## src/hw/rtl/sbeq_pkg.sv

```systemverilog
package sbeq_pkg;

  localparam int unsigned NUM_BANDS_DEF = 10;
  localparam int unsigned NCOEF         = 5;
  localparam int unsigned MASK_BITS     = 10;
  localparam int unsigned SAMP_W        = 24;
  localparam int unsigned COEF_W        = 32;
  localparam int unsigned STATE_W       = 40;
  localparam int unsigned GAIN_W        = 24;
  localparam int unsigned CFG_IDX_W     = 2;
  localparam int unsigned CFG_DATA_W    = 32;

  // configuration register indexes
  localparam logic [CFG_IDX_W-1:0] REG_ENABLE = 2'd0;
  localparam logic [CFG_IDX_W-1:0] REG_GAIN   = 2'd1;
  localparam logic [CFG_IDX_W-1:0] REG_BYPASS = 2'd2;

  localparam logic [GAIN_W-1:0]    GAIN_RESET   = 24'd1048576;
  localparam logic [MASK_BITS-1:0] BYPASS_RESET = 10'h3FF;

  // coefficient selects
  localparam logic [2:0] SEL_B0 = 3'd0;
  localparam logic [2:0] SEL_B1 = 3'd1;
  localparam logic [2:0] SEL_B2 = 3'd2;
  localparam logic [2:0] SEL_A1 = 3'd3;
  localparam logic [2:0] SEL_A2 = 3'd4;

  typedef enum logic [1:0] {
    ST_IDLE,
    ST_RUN,
    ST_DONE
  } ctl_state_t;

  // token handed from cell to cell
  typedef struct packed {
    logic                     vld;
    logic                     en;
    logic signed [SAMP_W-1:0] l;
    logic signed [SAMP_W-1:0] r;
  } tok_t;

  function automatic logic signed [SAMP_W-1:0] sat24(input logic signed [63:0] v);
    if (v > 64'sd8388607) return 24'sh7FFFFF;
    if (v < -64'sd8388608) return 24'sh800000;
    return v[SAMP_W-1:0];
  endfunction

  function automatic logic signed [STATE_W-1:0] sat40(input logic signed [63:0] v);
    if (v > 64'sd549755813887) return 40'sh7FFFFFFFFF;
    if (v < -64'sd549755813888) return 40'sh8000000000;
    return v[STATE_W-1:0];
  endfunction

endpackage

```

## src/hw/rtl/sbeq_front.sv

```systemverilog
// Preamp cell: scales both channels when enabled and starts the token down the chain.
module sbeq_front (
  input  logic                               clk,
  input  logic                               rst_n,
  input  logic                               start,
  input  logic                               en,
  input  logic [sbeq_pkg::GAIN_W-1:0]        gain,
  input  logic signed [sbeq_pkg::SAMP_W-1:0] l,
  input  logic signed [sbeq_pkg::SAMP_W-1:0] r,
  output sbeq_pkg::tok_t                     tok_o
);
  import sbeq_pkg::*;

  tok_t               t_r;
  logic [1:0]         ph_r;
  logic signed [63:0] p_r;
  logic signed [SAMP_W-1:0] r_r;

  always_ff @(posedge clk) begin
    if (!rst_n) begin
      t_r.vld <= 1'b0;
      ph_r    <= '0;
    end else begin
      t_r.vld <= 1'b0;
      if (start) begin
        t_r.en <= en;
        t_r.l  <= l;
        r_r    <= r;
        t_r.r  <= r;
        if (en) ph_r <= 2'd1;
        else    t_r.vld <= 1'b1;
      end else if (ph_r == 2'd1) begin
        p_r  <= 64'(t_r.l) * $signed({40'd0, gain});
        ph_r <= 2'd2;
      end else if (ph_r == 2'd2) begin
        t_r.l <= sat24((p_r + 64'sd524288) >>> 20);
        p_r   <= 64'(r_r) * $signed({40'd0, gain});
        ph_r  <= 2'd3;
      end else if (ph_r == 2'd3) begin
        t_r.r   <= sat24((p_r + 64'sd524288) >>> 20);
        t_r.vld <= 1'b1;
        ph_r    <= 2'd0;
      end
    end
  end

  assign tok_o = t_r;
endmodule

```

## config.mk

```make
export PLATFORM = sky130hd
export DESIGN_NAME = sbeq_front
export DESIGN_NICKNAME = d
export VERILOG_FILES = /design/src/hw/rtl/sbeq_pkg.sv /design/src/hw/rtl/sbeq_front.sv
export SDC_FILE = /design/constraint.sdc
export NUM_CORES = 2
export LEC_CHECK = 0
export BUFFER_PORTS_ARGS = -buffer_cell sky130_fd_sc_hd__buf_2
export CAP_MARGIN = 10
export CORE_UTILIZATION = 35
export CTS_BUF_LIST = sky130_fd_sc_hd__clkbuf_2 sky130_fd_sc_hd__clkbuf_4 sky130_fd_sc_hd__clkbuf_8
export CTS_CLUSTER_DIAMETER = 100
export DETAILED_ROUTE_END_ITERATION = 16
export SYNTH_ARGS = -nofsm -noshare
export SYNTH_HDL_FRONTEND = slang
export SYNTH_SLANG_ARGS = --single-unit
```

## constraint.sdc

```tcl
create_clock -name clk -period 12.75 [get_ports clk]
set_clock_uncertainty 0.1 [all_clocks]
set_input_delay 1.9125 -clock clk [delete_from_list [all_inputs] [get_ports clk]]
set_output_delay 1.9125 -clock clk [all_outputs]
set_load 0.05 [all_outputs]
```

[Word-level counts from Yosys, hierarchy flattened]
Index checks and enable logic that the tools add are counted.
Word-level totals
  register bits after elaboration: 140
  output and inout port bits: 50
  word-level logic and storage cells: 73
Operators by class
  add/subtract/negate cells: 1
  multiply operators: 2
  magnitude comparators: 2
  equal/unequal tests: 6
  multiplexer cells: 45
  bitwise operators: 1
  reductions and logical operators: 9
Operators with widths (count)
  two-way mux 24 bit: 9
  two-way mux 64 bit: 2
  multiplier 24 x 25 -> 49 bit: 2
  two-way mux 48 bit: 2
  adder 64 x 21 -> 64 bit, second input constant: 1
  > comparator 44 x 24 -> 1 bit, second input constant: 1
  < comparator 44 x 24 -> 1 bit, second input constant: 1
  two-way mux 1 bit: 27
  two-way mux 2 bit: 5
  AND reduction 3 bit: 2
  nonzero test 2 bit: 3
  equality test 2 bit, second input constant: 2
  != test 2 bit, second input constant: 2
  AND reduction 2 bit: 2
  AND reduction 4 bit: 1
  nonzero test 4 bit: 1
  equality test 2 x 1 -> 1 bit, second input constant: 1
  != test 2 x 1 -> 1 bit, second input constant: 1
  NOT 1 bit: 1

[Logic depth before layout (Yosys ltp)]
  depth after elaboration: 20
  depth in mapped cells: 27
  gate-level depth less buffers: 25

[Worst setup path after synthesis]
No wires, ideal clock.
  path kind: in2reg
  start: input gain[10] in the netlist's numbering
  end: register p_r[44] (data pin)
  arrival: 8.317 ns
  data required time: 12.394 ns
  setup slack: 4.077 ns
  stages: 24
  buffers on the path: 2
  path through: clkbuf_1 clkbuf_1 nand2_1 fa_1 fa_1 inv_1 fa_1 inv_1 fa_1 inv_1 fa_1 fa_1 inv_1 fa_1 inv_1 ha_1 and3_1 a311oi_2 o41ai_2 o31a_4 a211oi_4 o31ai_2 a211o_1 a22o_1
Between the ends
  longest elaborated chain between the ends: 3
  elaborated cells between the ends (all ways): 4
  those cells by class: mul: 2; mux: 2
Ends and longest elaborated chain
  start: declaration: line sbeq_front.sv:7  | input logic [sbeq_pkg::GAIN_W-1:0] gain,
  multiplier 24 x 25 -> 49 bit: line sbeq_front.sv:37  | p_r <= 64'(r_r) * $signed({40'd0, gain});
  two-way mux 64 bit: line sbeq_front.sv:35  | end else if (ph_r == 2'd2) begin
  two-way mux 64 bit *: line sbeq_front.sv:32  | end else if (ph_r == 2'd1) begin
  end signal: assignment: line sbeq_front.sv:33  | p_r <= 64'(t_r.l) * $signed({40'd0, gain});
  end signal: assignment: line sbeq_front.sv:37
  end: declaration: line sbeq_front.sv:16  | logic signed [63:0] p_r;
Every way passes the cells marked *; elsewhere a longest branch is shown, timed or not. The select of a mux whose other input is x is not followed.
A chain may end at the register's enable or synchronous reset.

[Final worst setup path]
  start: input gain[17] in the netlist's numbering
  end: register p_r[43] (data pin)
The elaborated chain is that of the path after synthesis.

==> impl_metrics.env <==
export IMPL_start_util=0.353
export IMPL_cts_resized=0
export IMPL_worstSetupStartpointType="input pin"
export IMPL_synth_avg_cell_area_um2=9.15
export IMPL_critical_path_max_fanout=48
export IMPL_required_ns=12.82
export IMPL_run_status="complete, no violations"
export IMPL_die_w_um=350
export IMPL_die_area_um2=122000
export IMPL_fin_crit_sh=0.734
export IMPL_clk_latency_ns=0.43
export IMPL_finalSetupViolations=0
export IMPL_rows=127
export IMPL_clkTransAtPathRegs_ns=0.11
export IMPL_regToRegStartpoint="r_r[8]"
export IMPL_drc=0
export IMPL_grt_total_usage=0.207
export IMPL_multi_input_comb_area_um2=34100
export IMPL_grt_overflow=0
export IMPL_root_buffer="clkbuf_8"
export IMPL_period_needed_ns=9.35
export IMPL_ys_seq_elements=106
export IMPL_pin_count=126
export IMPL_hold_depth=2
export IMPL_ctsHoldBuffers=0
export IMPL_cp_buffers_inverters=6
export IMPL_cts_max_level=3
export IMPL_synthTopCellsByArea="fa_1 (45%), ha_1 (12%), inv_1 (9.9%)"
export IMPL_nFillCells=12219
export IMPL_synth_fp_nets=6066
export IMPL_timing_rr_end="p_r[43]"
export IMPL_worstSetupEndpointType="register"
export IMPL_cts_buffer_depth=2
export IMPL_seq_area_frac_synth=0.0745
export IMPL_cts_setup_buffers=0
export IMPL_arrival_ns=9.43
export IMPL_cp_common_cell="fa_1"
export IMPL_nets=6045
export IMPL_first_iter_violations=1795
export IMPL_rsz0062_at_grt="false"
export IMPL_ant_nets=0
export IMPL_viasPerCell=4.95
export IMPL_worst_setup_path_type="in2reg"
export IMPL_grt_start_max_net_pins=61
export IMPL_drive_above_1_share=0.0540
export IMPL_slowest_delay_ns=0.66
export IMPL_syn_area_um2=42300
export IMPL_antenna_found_initial=9
export IMPL_tns_ns=0
export IMPL_fp_dieH_um=350
export IMPL_worstHoldStart="ph_r[1]"
export IMPL_firstDrtPassIters=6
export IMPL_synth_warnings=0
export IMPL_io_buffers=125
export IMPL_synth_flop_cell="edfxtp_1"
export IMPL_tightest_slew_ns=1.20
export IMPL_grt_pass1_wl_um=195000
export IMPL_grt_pass1_vias=33885
export IMPL_crit_chain="buf_2 -> buf_4 -> and2_1 -> fa_1 -> inv_1 -> fa_1 -> fa_1 -> fa_1 -> inv_1 -> fa_1 -> fa_1 -> inv_1 -> fa_1 -> inv_1 -> ha_1 -> a21oi_2 -> nand3_1 -> o21ai_0 -> a31oi_1 -> o21ai_1 -> nand2_1 -> a31oi_1 -> xnor2_1 -> mux2_2"
export IMPL_slew_viol_final=0
export IMPL_rrSetupSlack_ns=4.49
export IMPL_cts_tree="done"
export IMPL_syn_to_final_growth_pct=6.05
export IMPL_vias=30790
export IMPL_netlist_instances=4628
export IMPL_synth_edff_count=103
export IMPL_yosys_area_top_type="fa_1"
export IMPL_critPathTopFamily="adder cells"
export IMPL_relSlewSlack=0.201
export IMPL_r2r_cells=22
export IMPL_synth_cell_types=78
export IMPL_seq_area_um2=3150
export IMPL_cts_buffers=9
export IMPL_hold_path_class="reg2reg"
export IMPL_hold_end="ph_r[1]"
export IMPL_synthArstFlopShare=0
export IMPL_fmax_mhz=107
export IMPL_cts_sinks=106
export IMPL_routedWlPerCell_um=19.5
export IMPL_hpwl_um=93000
export IMPL_core_area_um2=120000
export IMPL_finalHoldViolCount=0
export IMPL_gp_congestion=0.943
export IMPL_slowest_stage="o21ai_0"
export IMPL_synth_top_area_share=0.455
export IMPL_drt_total_wl_um=121000
export IMPL_cap_violations=0
## synthesized netlist by cell type, drive strengths merged, types with 12 or more instances
| cell | number |
|---|---|
| nand2b | 33 |
| nor2b | 31 |
| and2 | 529 |
| xor2 | 29 |
| nand4 | 22 |
| clkbuf | 234 |
| ha | 400 |
| and3 | 12 |
| inv | 1121 |
| a21oi | 145 |
| nand3 | 34 |
| o21ai | 45 |
| a21o | 44 |
| a31oi | 18 |
| fa | 962 |
| nor2 | 59 |
| nand2 | 629 |
| xnor2 | 49 |
| edfxtp | 103 |
| nor3 | 15 |
## cell type report
cell class                      count  share of cell area
Inverter                         1122              0.0938
Clock inverter                      7             0.00137
Antenna cell                        1           0.0000557
Clock buffer                        9             0.00276
Timing Repair Buffer              208              0.0281
Multi-Input combinational cell   3160               0.759
Sequential cell                   106              0.0702
Tap cell                         1612              0.0449
## cell families after synthesis
kind of cell    Yosys count  synth area share
buf+inv                1362             0.121
fa+ha+maj              1362             0.573
compound gates          324            0.0488
simple gates           1386             0.164
flops                   106            0.0745
mux                      10           0.00245
xor+xnor                 78            0.0161
## flip-flops by register name, indices dropped and copies added, names as in the netlist
| signal | flops |
|---|---|
| p_r | 30 |
| ph_r | 2 |
| tok_o | 50 |
| r_r | 24 |
## worst max path at each step
stage,from,end,cells after the start
2_1_floorplan,gain[10],p_r[44],24
3_3_place_gp,gain[17],p_r[43],24
3_5_place_dp,gain[17],p_r[43],24
4_1_cts,gain[17],p_r[43],24
5_1_grt,gain[15],p_r[43],24
6_report,gain[17],p_r[43],24
## tightest hold or removal path, cell delays in order (launching register included)
cell	delay, ns
dfxtp_1	0.37
o211ai_1	0.10
nand2_1	0.05
## metal layers
metal / global-route usage / part of all wire / vias to the layer above
li1: - / - / 13590
met1: 0.267 / 0.41 / 15928
met2: 0.351 / 0.48 / 1039
met3: 0.0206 / 0.057 / 229
met4: 0.0926 / 0.050 / 4
met5: 0 / 0.00019 / -
## stage by stage
step,util,worst slack [ns],instances,hold slack [ns],cell area (um2)
2_1_floorplan,-,4.08,4628,0.397,42300
3_3_place_gp,0.373,3.12,6208,0.420,44700
3_5_place_dp,0.373,3.17,6208,0.435,44700
4_1_cts,0.374,3.59,6224,0.451,44900
5_1_grt,0.374,3.06,6225,0.485,44900
6_report,0.374,3.40,6225,0.452,44900
## layout by cell type (no fill, tap or decap), types with 3 or more instances in the layout
master       n
and3_1      12
nand4_1     22
o31ai_1      7
xor2_1      29
a21oi_1    143
a211o_1      4
o21bai_1    11
clkbuf_8     9
o211ai_1     4
nor2_1      59
a211oi_1     9
o21ai_0     31
a21o_1      44
o21a_1       3
dfxtp_1      3
or3_1        3
a22o_1       3
o21ai_1     12
a21boi_1     3
a31oi_1     16
nor3_1      13
buf_2      125
nand3_1     34
xnor2_1     49
ha_1       400
nor4_1       4
fa_1       962
nand2b_1    33
nor2b_1     29
and2_1     529
buf_4       82
mux2i_1      7
and4_1       5
inv_1     1121
nand2_1    628
edfxtp_1   103
Power is left out: the tool's default activity adds up to more than one toggle a clock period on the data nets, which glitch-free logic cannot reach.
